==> config.mk <==
export PLATFORM = sky130hd
export DESIGN_NAME = bitmap_first_fit_allocator
export DESIGN_NICKNAME = d
export VERILOG_FILES = /design/src/rtl/bffa_pkg.sv /design/src/rtl/bitmap_first_fit_allocator.sv
export SDC_FILE = /design/constraint.sdc
export NUM_CORES = 2
export LEC_CHECK = 0
export BUFFER_PORTS_ARGS = -buffer_cell sky130_fd_sc_hd__clkbuf_2
export CAP_MARGIN = 15
export CORE_MARGIN = 8
export CORE_UTILIZATION = 39
export CTS_BUF_LIST = sky130_fd_sc_hd__clkbuf_2 sky130_fd_sc_hd__clkbuf_4 sky130_fd_sc_hd__clkbuf_8
export DETAILED_ROUTE_END_ITERATION = 8
export GPL_TIMING_DRIVEN = 0
export PLACE_DENSITY = 0.54
export SYNTH_ARGS = -nofsm -noshare
export SYNTH_HDL_FRONTEND = slang
export SYNTH_SLANG_ARGS = --single-unit
==> constraint.sdc <==
create_clock -name i_clk -period 54.4 [get_ports i_clk]
set_input_delay 5.44 -clock i_clk [delete_from_list [all_inputs] [get_ports i_clk]]
set_output_delay 5.44 -clock i_clk [all_outputs]
set_load 0.01 [all_outputs]
==> src/rtl/bffa_pkg.sv <==
`timescale 1ns / 1ps

package bffa_pkg;

    localparam int NUM_BLOCKS = 1024;
    localparam int MAX_ALLOCS = 64;

    localparam int BLK_W  = $clog2(NUM_BLOCKS);   // block address
    localparam int CNT_W  = BLK_W + 1;            // block count, holds NUM_BLOCKS
    localparam int TA_W   = (MAX_ALLOCS > 1) ? $clog2(MAX_ALLOCS) : 1;
    localparam int BYTE_W = 24;
    localparam int ID_W   = 16;
    localparam int SHF_W  = 4;
    localparam int CFG_W  = 11;
    localparam int CIDX_W = 1;

    localparam logic [CIDX_W-1:0] CFG_BLOCK_SHIFT   = 1'b0;
    localparam logic [CIDX_W-1:0] CFG_BLOCKS_IN_USE = 1'b1;

    typedef enum logic {
        CMD_ALLOC = 1'b0,
        CMD_FREE  = 1'b1
    } t_cmd;

    typedef enum logic [2:0] {
        ST_OK           = 3'd0,
        ST_NO_SPACE     = 3'd1,
        ST_ZERO_SIZE    = 3'd2,
        ST_TABLE_FULL   = 3'd3,
        ST_ID_UNKNOWN   = 3'd4,
        ST_ID_DUPLICATE = 3'd5
    } t_status;

    typedef enum logic [2:0] {
        S_CLEAR,
        S_IDLE,
        S_TSCAN,
        S_BSCAN,
        S_MARK,
        S_FREE
    } t_state;

    typedef struct packed {
        t_cmd              command;
        logic [BYTE_W-1:0] byte_count;
        logic [ID_W-1:0]   alloc_id;
    } t_req;

    typedef struct packed {
        t_status          status;
        logic [BLK_W-1:0] start_block;
        logic [CNT_W-1:0] block_count;
    } t_rsp;

    typedef struct packed {
        logic [ID_W-1:0]  id;
        logic [BLK_W-1:0] start;
        logic [CNT_W-1:0] length;
    } t_entry;

endpackage

==> src/rtl/bitmap_first_fit_allocator.sv <==
`timescale 1ns / 1ps

// Channel   Direction  Ports                             Handshake
// command   in         start, busy, i_req                beat taken when start && !busy
// result    out        o_done, o_rsp                     one-cycle strobe, no back-pressure
// config    in         i_cfg_we, i_cfg_idx, i_cfg_data   written on any edge with i_cfg_we
//
// A zero-size allocate answers in the next cycle. Every other command first walks the
// 64-entry allocation table through its single read port. An allocate then walks the
// block bitmap, one bit per cycle, and marks the found run one block per cycle. A free
// clears its run one block per cycle. The bitmap's single write port sets these rates.
// Reset: after i_rst_n the bitmap is cleared in one pass over all NUM_BLOCKS blocks with
// busy high; configuration writes are taken during it. The receiver cannot stall the
// result beat.

module bitmap_first_fit_allocator (
    input  logic                           i_clk,
    input  logic                           i_rst_n,
    input  logic                           start,
    output logic                           busy,
    input  bffa_pkg::t_req                 i_req,
    output logic                           o_done,
    output bffa_pkg::t_rsp                 o_rsp,
    input  logic                           i_cfg_we,
    input  logic [bffa_pkg::CIDX_W-1:0]    i_cfg_idx,
    input  logic [bffa_pkg::CFG_W-1:0]     i_cfg_data
);

    // configuration
    logic [bffa_pkg::SHF_W-1:0]  r_block_shift;
    logic [bffa_pkg::CNT_W-1:0]  r_blocks_in_use;

    // sequencer
    bffa_pkg::t_state            r_state, n_state;
    logic [bffa_pkg::CNT_W-1:0]  r_addr, n_addr;       // bitmap address / clear counter
    logic [bffa_pkg::CNT_W-1:0]  r_cnt, n_cnt;         // blocks left to mark or clear
    logic                        r_rd_vld, n_rd_vld;   // bitmap read in flight
    logic [bffa_pkg::BLK_W-1:0]  r_rd_idx, n_rd_idx;
    logic [bffa_pkg::CNT_W-1:0]  r_run, n_run;
    logic [bffa_pkg::BLK_W-1:0]  r_bstart, n_bstart;
    logic [bffa_pkg::CNT_W-1:0]  r_need, n_need;
    logic [bffa_pkg::CNT_W-1:0]  r_n, n_n;             // managed blocks, saturated
    logic                        r_too_big, n_too_big;
    bffa_pkg::t_cmd              r_cmd, n_cmd;
    logic [bffa_pkg::ID_W-1:0]   r_id, n_id;
    logic [bffa_pkg::TA_W:0]     r_tk, n_tk;           // table read issue counter
    logic                        r_t_vld, n_t_vld;     // table read in flight
    logic [bffa_pkg::TA_W-1:0]   r_t_idx, n_t_idx;
    logic                        r_slot_ok, n_slot_ok;
    logic [bffa_pkg::TA_W-1:0]   r_slot, n_slot;
    logic [bffa_pkg::MAX_ALLOCS-1:0] r_valid, n_valid;

    // result beat
    logic                        r_done, n_done;
    bffa_pkg::t_rsp              r_rsp, n_rsp;

    // memories
    logic                        bm_mem [bffa_pkg::NUM_BLOCKS];
    logic                        r_bm_q;
    logic                        bm_we;
    logic [bffa_pkg::BLK_W-1:0]  bm_wa;
    logic                        bm_wd;
    bffa_pkg::t_entry            tab_mem [bffa_pkg::MAX_ALLOCS];
    bffa_pkg::t_entry            r_tq;
    logic                        tab_we;
    bffa_pkg::t_entry            tab_wd;

    // helpers
    logic [bffa_pkg::BYTE_W-1:0] req_need;
    logic [bffa_pkg::CNT_W-1:0]  n_eff;
    logic                        t_hit;
    logic [bffa_pkg::BLK_W-1:0]  run_st;
    logic [bffa_pkg::CNT_W-1:0]  run_nx;

    assign busy   = (r_state != bffa_pkg::S_IDLE);
    assign o_done = r_done;
    assign o_rsp  = r_rsp;

    // configuration registers, written whenever the enable is up
    always_ff @(posedge i_clk) begin
        if (!i_rst_n) begin
            r_block_shift   <= '0;
            r_blocks_in_use <= bffa_pkg::CNT_W'(bffa_pkg::NUM_BLOCKS);
        end else if (i_cfg_we) begin
            unique case (i_cfg_idx)
                bffa_pkg::CFG_BLOCK_SHIFT:   r_block_shift   <= i_cfg_data[bffa_pkg::SHF_W-1:0];
                bffa_pkg::CFG_BLOCKS_IN_USE: r_blocks_in_use <= i_cfg_data[bffa_pkg::CNT_W-1:0];
                default: ;
            endcase
        end
    end

    // bitmap: one write port, one registered read port driven by the scan address
    always_ff @(posedge i_clk) begin
        if (bm_we) begin
            bm_mem[bm_wa] <= bm_wd;
        end
        r_bm_q <= bm_mem[r_addr[bffa_pkg::BLK_W-1:0]];
    end

    // allocation table: one write port, one registered read port driven by the issue counter
    always_ff @(posedge i_clk) begin
        if (tab_we) begin
            tab_mem[r_slot] <= tab_wd;
        end
        r_tq <= tab_mem[r_tk[bffa_pkg::TA_W-1:0]];
    end

    always_ff @(posedge i_clk) begin
        if (!i_rst_n) begin
            r_state   <= bffa_pkg::S_CLEAR;
            r_addr    <= '0;
            r_cnt     <= '0;
            r_rd_vld  <= 1'b0;
            r_run     <= '0;
            r_tk      <= '0;
            r_t_vld   <= 1'b0;
            r_slot_ok <= 1'b0;
            r_valid   <= '0;
            r_done    <= 1'b0;
        end else begin
            r_state   <= n_state;
            r_addr    <= n_addr;
            r_cnt     <= n_cnt;
            r_rd_vld  <= n_rd_vld;
            r_run     <= n_run;
            r_tk      <= n_tk;
            r_t_vld   <= n_t_vld;
            r_slot_ok <= n_slot_ok;
            r_valid   <= n_valid;
            r_done    <= n_done;
        end
        r_rd_idx  <= n_rd_idx;
        r_bstart  <= n_bstart;
        r_need    <= n_need;
        r_n       <= n_n;
        r_too_big <= n_too_big;
        r_cmd     <= n_cmd;
        r_id      <= n_id;
        r_t_idx   <= n_t_idx;
        r_slot    <= n_slot;
        r_rsp     <= n_rsp;
    end

    always_comb begin
        req_need = i_req.byte_count >> r_block_shift;
        n_eff    = (r_blocks_in_use > bffa_pkg::CNT_W'(bffa_pkg::NUM_BLOCKS))
                 ? bffa_pkg::CNT_W'(bffa_pkg::NUM_BLOCKS) : r_blocks_in_use;
        t_hit    = r_valid[r_t_idx] && (r_tq.id == r_id);
        run_st   = (r_run == '0) ? r_rd_idx : r_bstart;
        run_nx   = r_run + 1'b1;

        n_state   = r_state;
        n_addr    = r_addr;
        n_cnt     = r_cnt;
        n_rd_vld  = r_rd_vld;
        n_rd_idx  = r_rd_idx;
        n_run     = r_run;
        n_bstart  = r_bstart;
        n_need    = r_need;
        n_n       = r_n;
        n_too_big = r_too_big;
        n_cmd     = r_cmd;
        n_id      = r_id;
        n_tk      = r_tk;
        n_t_vld   = r_t_vld;
        n_t_idx   = r_t_idx;
        n_slot_ok = r_slot_ok;
        n_slot    = r_slot;
        n_valid   = r_valid;
        n_done    = 1'b0;
        n_rsp     = r_rsp;

        bm_we  = 1'b0;
        bm_wa  = r_addr[bffa_pkg::BLK_W-1:0];
        bm_wd  = 1'b0;
        tab_we = 1'b0;
        tab_wd = '{id: r_id, start: r_bstart, length: r_need};

        unique case (r_state)
            bffa_pkg::S_CLEAR: begin
                // sweep the bitmap to all free after reset
                bm_we  = 1'b1;
                n_addr = r_addr + 1'b1;
                if (r_addr == bffa_pkg::CNT_W'(bffa_pkg::NUM_BLOCKS - 1)) begin
                    n_addr  = '0;
                    n_state = bffa_pkg::S_IDLE;
                end
            end

            bffa_pkg::S_IDLE: begin
                if (start) begin
                    n_cmd     = i_req.command;
                    n_id      = i_req.alloc_id;
                    n_need    = req_need[bffa_pkg::CNT_W-1:0];
                    n_n       = n_eff;
                    n_too_big = (req_need > bffa_pkg::BYTE_W'(n_eff));
                    if (i_req.command == bffa_pkg::CMD_ALLOC && req_need == '0) begin
                        n_done = 1'b1;
                        n_rsp  = '{status: bffa_pkg::ST_ZERO_SIZE, start_block: '0,
                                   block_count: '0};
                    end else begin
                        n_tk      = '0;
                        n_t_vld   = 1'b0;
                        n_slot_ok = 1'b0;
                        n_state   = bffa_pkg::S_TSCAN;
                    end
                end
            end

            bffa_pkg::S_TSCAN: begin
                // issue the next table read
                if (r_tk != (bffa_pkg::TA_W+1)'(bffa_pkg::MAX_ALLOCS)) begin
                    n_t_idx = r_tk[bffa_pkg::TA_W-1:0];
                    n_tk    = r_tk + 1'b1;
                    n_t_vld = 1'b1;
                end else begin
                    n_t_vld = 1'b0;
                end
                if (r_t_vld) begin
                    // check the entry read last cycle
                    if (!r_valid[r_t_idx] && !r_slot_ok) begin
                        n_slot_ok = 1'b1;
                        n_slot    = r_t_idx;
                    end
                    if (t_hit) begin
                        if (r_cmd == bffa_pkg::CMD_FREE) begin
                            n_valid[r_t_idx] = 1'b0;
                            n_bstart = r_tq.start;
                            n_need   = r_tq.length;
                            n_addr   = {1'b0, r_tq.start};
                            n_cnt    = r_tq.length;
                            n_state  = bffa_pkg::S_FREE;
                        end else begin
                            n_done  = 1'b1;
                            n_rsp   = '{status: bffa_pkg::ST_ID_DUPLICATE, start_block: '0,
                                        block_count: '0};
                            n_state = bffa_pkg::S_IDLE;
                        end
                    end
                end else if (r_tk == (bffa_pkg::TA_W+1)'(bffa_pkg::MAX_ALLOCS)) begin
                    // whole table seen, no match
                    priority if (r_cmd == bffa_pkg::CMD_FREE) begin
                        n_done  = 1'b1;
                        n_rsp   = '{status: bffa_pkg::ST_ID_UNKNOWN, start_block: '0,
                                    block_count: '0};
                        n_state = bffa_pkg::S_IDLE;
                    end else if (!r_slot_ok) begin
                        n_done  = 1'b1;
                        n_rsp   = '{status: bffa_pkg::ST_TABLE_FULL, start_block: '0,
                                    block_count: '0};
                        n_state = bffa_pkg::S_IDLE;
                    end else if (r_too_big) begin
                        n_done  = 1'b1;
                        n_rsp   = '{status: bffa_pkg::ST_NO_SPACE, start_block: '0,
                                    block_count: '0};
                        n_state = bffa_pkg::S_IDLE;
                    end else begin
                        n_addr   = '0;
                        n_rd_vld = 1'b0;
                        n_run    = '0;
                        n_state  = bffa_pkg::S_BSCAN;
                    end
                end
            end

            bffa_pkg::S_BSCAN: begin
                // issue the next bitmap read
                if (r_addr < r_n) begin
                    n_rd_idx = r_addr[bffa_pkg::BLK_W-1:0];
                    n_addr   = r_addr + 1'b1;
                    n_rd_vld = 1'b1;
                end else begin
                    n_rd_vld = 1'b0;
                end
                if (r_rd_vld) begin
                    if (r_bm_q) begin
                        n_run = '0;
                    end else if (run_nx == r_need) begin
                        n_bstart = run_st;
                        n_addr   = {1'b0, run_st};
                        n_cnt    = r_need;
                        n_rd_vld = 1'b0;
                        n_run    = '0;
                        n_state  = bffa_pkg::S_MARK;
                    end else begin
                        n_run    = run_nx;
                        n_bstart = run_st;
                    end
                end else if (r_addr >= r_n) begin
                    n_done  = 1'b1;
                    n_rsp   = '{status: bffa_pkg::ST_NO_SPACE, start_block: '0,
                                block_count: '0};
                    n_state = bffa_pkg::S_IDLE;
                end
            end

            bffa_pkg::S_MARK: begin
                // set one block per cycle; record the entry on the last one
                bm_we  = 1'b1;
                bm_wd  = 1'b1;
                n_addr = r_addr + 1'b1;
                n_cnt  = r_cnt - 1'b1;
                if (r_cnt == bffa_pkg::CNT_W'(1)) begin
                    tab_we          = 1'b1;
                    n_valid[r_slot] = 1'b1;
                    n_done          = 1'b1;
                    n_rsp           = '{status: bffa_pkg::ST_OK, start_block: r_bstart,
                                        block_count: r_need};
                    n_state         = bffa_pkg::S_IDLE;
                end
            end

            bffa_pkg::S_FREE: begin
                // release one block per cycle
                bm_we  = 1'b1;
                n_addr = r_addr + 1'b1;
                n_cnt  = r_cnt - 1'b1;
                if (r_cnt <= bffa_pkg::CNT_W'(1)
                        || r_addr == bffa_pkg::CNT_W'(bffa_pkg::NUM_BLOCKS - 1)) begin
                    n_done  = 1'b1;
                    n_rsp   = '{status: bffa_pkg::ST_OK, start_block: r_bstart,
                                block_count: r_need};
                    n_state = bffa_pkg::S_IDLE;
                end
            end

            default: begin
                n_state = bffa_pkg::S_IDLE;
            end
        endcase
    end

`ifndef SYNTHESIS
    // a result beat is only given on the way back to idle
    a_done_idle: assert property (@(posedge i_clk) disable iff (!i_rst_n)
        r_done |-> (r_state == bffa_pkg::S_IDLE))
        else $error("result beat while sequencer is working");

    // an accepted command either answers at once or holds busy
    a_accept_progress: assert property (@(posedge i_clk) disable iff (!i_rst_n)
        (start && !busy) |=> (busy || o_done))
        else $error("accepted command vanished");

    // a successful beat always moves at least one block
    a_ok_nonzero: assert property (@(posedge i_clk) disable iff (!i_rst_n)
        (o_done && o_rsp.status == bffa_pkg::ST_OK) |-> (o_rsp.block_count != '0))
        else $error("ok result with zero blocks");

    // errors report zero start and count
    a_err_zero: assert property (@(posedge i_clk) disable iff (!i_rst_n)
        (o_done && o_rsp.status != bffa_pkg::ST_OK)
            |-> (o_rsp.start_block == '0 && o_rsp.block_count == '0))
        else $error("error result with nonzero fields");

    // the free-run length never reaches the request during the scan
    a_run_bound: assert property (@(posedge i_clk) disable iff (!i_rst_n)
        (r_state == bffa_pkg::S_BSCAN) |-> (r_run < r_need))
        else $error("run counter passed request length");
`endif

endmodule
* After elaboration in Yosys (flattened, before gate mapping)
Memories as Yosys holds them, arrays and structs flattened. A register that Yosys moved wholly into a read port is not among the register bits.
Cells that the tools add are included.
** Word-level totals
- Register bits :: 222
- Output and inout port bits :: 26
- Memories kept :: 2
- Bits in writable memories :: 3392
- Word-level logic and storage cells :: 245
** Operators by class
- Shift-type cells :: 1
- Multiplexer cells :: 119
- Order comparisons :: 9
- Reductions and logical operators :: 37
- Bitwise logic cells :: 5
- Eq/ne operators :: 44
- $add $sub $neg :: 4
** Memory list
- tab_mem :: words 64, bits a word 37, rd ports 1, clocked after Yosys merged registers in 1, wr ports 1, line bitmap_first_fit_allocator.sv:63 : bffa_pkg::t_entry tab_mem [bffa_pkg::MAX_ALLOCS];
- bm_mem :: words 1024, bits a word 1, rd ports 1, clocked after Yosys merged registers in 1, wr ports 1, line bitmap_first_fit_allocator.sv:58 : logic bm_mem [bffa_pkg::NUM_BLOCKS];
** Operators with widths (number)
- $mux 24 :: 13
- $mux 11 :: 24
- $mux 64 :: 4
- $pmux 64 s2 :: 1
- $pmux 24 s5 :: 1
- $and 64x64->64 :: 1
- $not 64->64 :: 1
- $or 64x64->64 :: 1
- $mux 10 :: 6
- $pmux 11 s2 :: 2
- $pmux 11 s4 :: 1
- $ne 2x2->1 const B :: 21
- $mux 3 :: 13
- $mux 1 :: 37
- $pmux 11 s3 :: 1
- $ne 3x3->1 const B :: 9
- $gt 24x11->1 :: 1
- $logic_not 24->1 :: 1
- $shr 24x4->24 :: 1
- $add 11x1->11 const B :: 2
- $mux 7 :: 3
- $reduce_and 7->1 :: 3
- $pmux 10 s2 :: 1
- $pmux 3 s6 :: 1
- other kinds (45) :: 70

* Longest topological paths before layout
- Depth in word-level cells :: 10
- Mapped depth :: 15

* Worst setup path before layout
Ideal clock, no wire load.
- Kind :: register -> register
- Start :: reg r_state[2]
- End :: mem bm_mem[0], data pin
- Data required time :: 49.430 ns
- Data arrival time :: 24.354 ns
- Path slack :: 25.076 ns
- Cell stages (with the launch flop) :: 4
- Path buffers :: 1
- Cells stage by stage :: dfxtp_1 clkbuf_1 nand2_1 nor2_1
** On the way
- Word-level cells in the longest chain between the ends :: 2
** Ends and longest elaborated chain
- start, declared :: line bitmap_first_fit_allocator.sv:34 : bffa_pkg::t_state r_state, n_state;
- start signal, assigned :: line bitmap_first_fit_allocator.sv:111 : r_state <= bffa_pkg::S_CLEAR;
- start signal, assigned :: line bitmap_first_fit_allocator.sv:122 : r_state <= n_state;
- $eq 3x3->1 :: line bitmap_first_fit_allocator.sv:180 : unique case (r_state)
- $mux 1 :: line bitmap_first_fit_allocator.sv:180
- named net bm_wd :: line bitmap_first_fit_allocator.sv:62 : logic bm_wd;
- end, declared :: line bitmap_first_fit_allocator.sv:58
The timed path passes the listed nets, and every way through them passes these cells.

* Final worst setup path
- Start :: reg r_state[0]
- End :: out busy
** On the way
- Word-level cells in the longest chain between the ends :: 1
** Ends and longest elaborated chain
- $ne 3x1->1 :: line bitmap_first_fit_allocator.sv:75 : assign busy = (r_state != bffa_pkg::S_IDLE);
- end, declared :: line bitmap_first_fit_allocator.sv:20 : output logic busy,
Every way passes these cells.

==> metrics <==
hold-fix buffers at CTS=0; Internal=4.81 mW; dpl hpwl=313 mm; top post-synthesis cells by count=edfxtp_1, nor2_1, mux4_2; Post-synth EDFFs=3488; io pins=83; antenna violation net count after detailed routing=0; Reg clk slew, reported paths=0.06 ns; PD cells=39.4 mW/mm²; die height=630 µm; Yosys top cell area share=71.3%; Hold Slack=0.436 ns; post-CTS setup buffer count=0; Setup crit end kind=primary output; Synth Register Bits=3652; Peak VDD IR=0.0272 mV; fin nets=8845; Seq. cell area=0.108 mm²; die width=630 µm; RSZ-0062 raised after global routing=no; global route overflow=0; final setup skew=0.139 ns; Fill cells=32100; first-pass GRT wire length=642 mm; Setup CP Type=reg2out; Bufs on Longest Clock Path=4; top-count cell post-synth=edfxtp_1; Final Wtd Congestion=0.876; Die ar.=0.396 mm²; Critical R2R Launch=r_addr[1]; capturing point of the worst reg2reg path=r_bm_q; final clock period utilization by the worst path=15.3%; TNS Setup=0 ns; CP startpoint kind=flip-flop; multi-input logic area=0.0369 mm²; Slew @ Worst Pin=1.33 ns; Cell variety after synth=76; share of cells above drive strength 1=27.8%; H-tree depth=6; CTS buffer count=612; Leak=52.0 nW; Slew HR=11.2%; PortBufs=81; area of the mapped netlist=0.147 mm²; TritonCTS clock tree=built; cells on worst reg2reg path=10; sequential share of the synthesized area=73.6%; Comb power frac=17.8%; clock root cell=clkbuf_8; WP data arrival=2.90 ns; # DRC=0; Avg Inst Size Synth=18.9 µm²; Area Overhead vs Synth=16.8%; crit path time final=8.34 ns; hold violation count in the final report=0; Hold EP=r_t_idx[2]; FF-to-FF setup slack=48.12 ns; Min-Delay Path Class=reg2reg; Total Wirelength=465 mm; Top FF cell, synth=edfxtp_1; Worst-Skew Late Latency=1.19 ns; core region area=0.375 mm²; Initial Util=39.1%; Sw Pwr=1.94 mW; DRT iter0 DRCs=10400; hold_sp=r_tk[2]; CTS resizes=0; GRT Resource Usage Total=22.8%; required time worst endpoint=48.96 ns; FFs w/ async S/R, synth=0%; Clock power frac=35.5%; Area contributors post-synth=edfxtp_1, mux4_2, nor2_1, dfxtp_1, clkbuf_1; Max Fanout on Critical Path=9; first-pass iteration count of the detailed router=8; detailed-route wire length per cell=32.6 µm; Reg power frac=46.7%; Slew Limit Fails=0; Critical-path top delay cell=clkbuf_1; CP max stage delay=0.43 ns; Switching Fraction=28.8%; crit-path cells=clkbuf_1 -> nor2b_1 -> clkbuf_1 -> and2_1 -> inv_1 -> clkbuf_2; post-synth top area cell=edfxtp_1; syn nets=7873; CTS sink count=3652; initial antenna violation count=15; max-cap viol count=0; vias in the first global route=83300; most used cell, CP=clkbuf_1; Syn Inst Count=7784; Achievable Freq=120 MHz; Worst Hold Depth=0; Setup Viol. Count Final=0; vias per std cell=5.77; Synthesis Warnings=0; Vias=82200; status=finished clean; largest net degree at the start of global routing=60; cell row count=225
-- logic make-up after synthesis --
| family | after synthesis | synth area share (%) |
|---|---|---|
| buffers and inverters | 617 | 1.66 |
| AOI/OAI and AO/OA | 497 | 2.14 |
| xor gates and xnor gates | 55 | 0.328 |
| muxes | 1152 | 17.0 |
| and+or+nand+nor | 1779 | 5.02 |
| adders and majority gates | 32 | 0.273 |
| DFF | 3652 | 73.6 |
-- critical path: cells and delay by family, from the launching register on --
| kind | cells | cell delay, ns |
|---|---|---|
| flops | 1 | 0.30 |
| buf+inv | 4 | 1.02 |
| simple gates | 2 | 0.44 |
-- power by group through the flow --
stage | combinational, mW | clock, mW | sequential, mW
global placement | 1.06 | 0 | 3.27
global route | 1.23 | 2.55 | 3.16
detailed placement | 1.18 | 0 | 3.21
CTS | 1.18 | 2.44 | 3.15
finish | 1.20 | 2.40 | 3.16
floorplan | 0.611 | 0 | 3.22
-- per-stage QoR --
stage,std cells,utilization (%),worst slack [ns],power (mW),area (µm²)
after global placement,12900,40.9,9.00,4.33,154000
after detailed placement,13100,42.4,45.40,4.39,159000
final,14200,45.7,46.06,6.76,172000
after CTS,14200,45.6,46.02,6.77,171000
after floorplan,7784,-,25.08,3.83,147000
after global routing,14200,45.7,45.89,6.94,172000
-- state kept, by name, summed over array words and instances, names as in the netlist, 3 cells and up --
signal           cells
r_state              3
r_tq                37
r_block_shift        4
o_rsp               24
r_bstart            10
r_slot               6
r_addr              11
tab_mem           2368
r_rd_idx            10
r_run               11
r_valid             64
r_blocks_in_use     11
r_t_idx              6
r_need              11
bm_mem            1024
r_id                16
r_tk                 7
r_n                 11
r_cnt               11
-- final cells by class --
class	instances	share of cell area [%]
timing repair buffer	358	3.51
buffer	569	1.33
sequential	3652	63.0
clock buffer	856	6.07
clock inverter	218	0.803
antenna	22	0.0321
tap	4994	3.64
inverter	48	0.105
multi-input combinational	3515	21.5
-- layout by cell type, fill, tap and decap left out, types with 36 or more instances in the layout --
master	instances
clkinv_1	127
clkbuf_2	103
clkbuf_4	218
a22oi_1	74
clkinv_2	42
and2_1	37
buf_2	43
buf_16	77
a21oi_1	134
mux4_2	1064
nand2_1	298
o21ai_0	136
clkbuf_1	417
edfxtp_1	3488
dfxtp_1	164
nor2_1	1136
nor2_4	65
clkbuf_8	638
xnor2_1	39
buf_8	59
buf_12	120
inv_1	42
mux2i_1	64
buf_1	75
nand3_1	53
a221oi_1	36
-- worst max path at each step --
stage,from,depth (start not counted),to,slack (ns)
2_1_floorplan,r_state[2],3,bm_mem[0],25.08
3_3_place_gp,r_state[1],4,bm_mem[146],9.00
3_5_place_dp,i_req[30],9,o_rsp[10],45.40
4_1_cts,r_state[0],6,busy,46.02
5_1_grt,r_state[0],6,busy,45.89
6_report,r_state[0],6,busy,46.06
-- layer usage --
layer	vias to the layer above	global-route usage, %	part of all wire, %
met4	0	8.81	4.3
li1	33300	-	-
met5	-	0	0
met1	44000	29.8	39
met3	879	3.86	7.5
met2	4036	38.3	49
(Power assumes the default switching activity.)
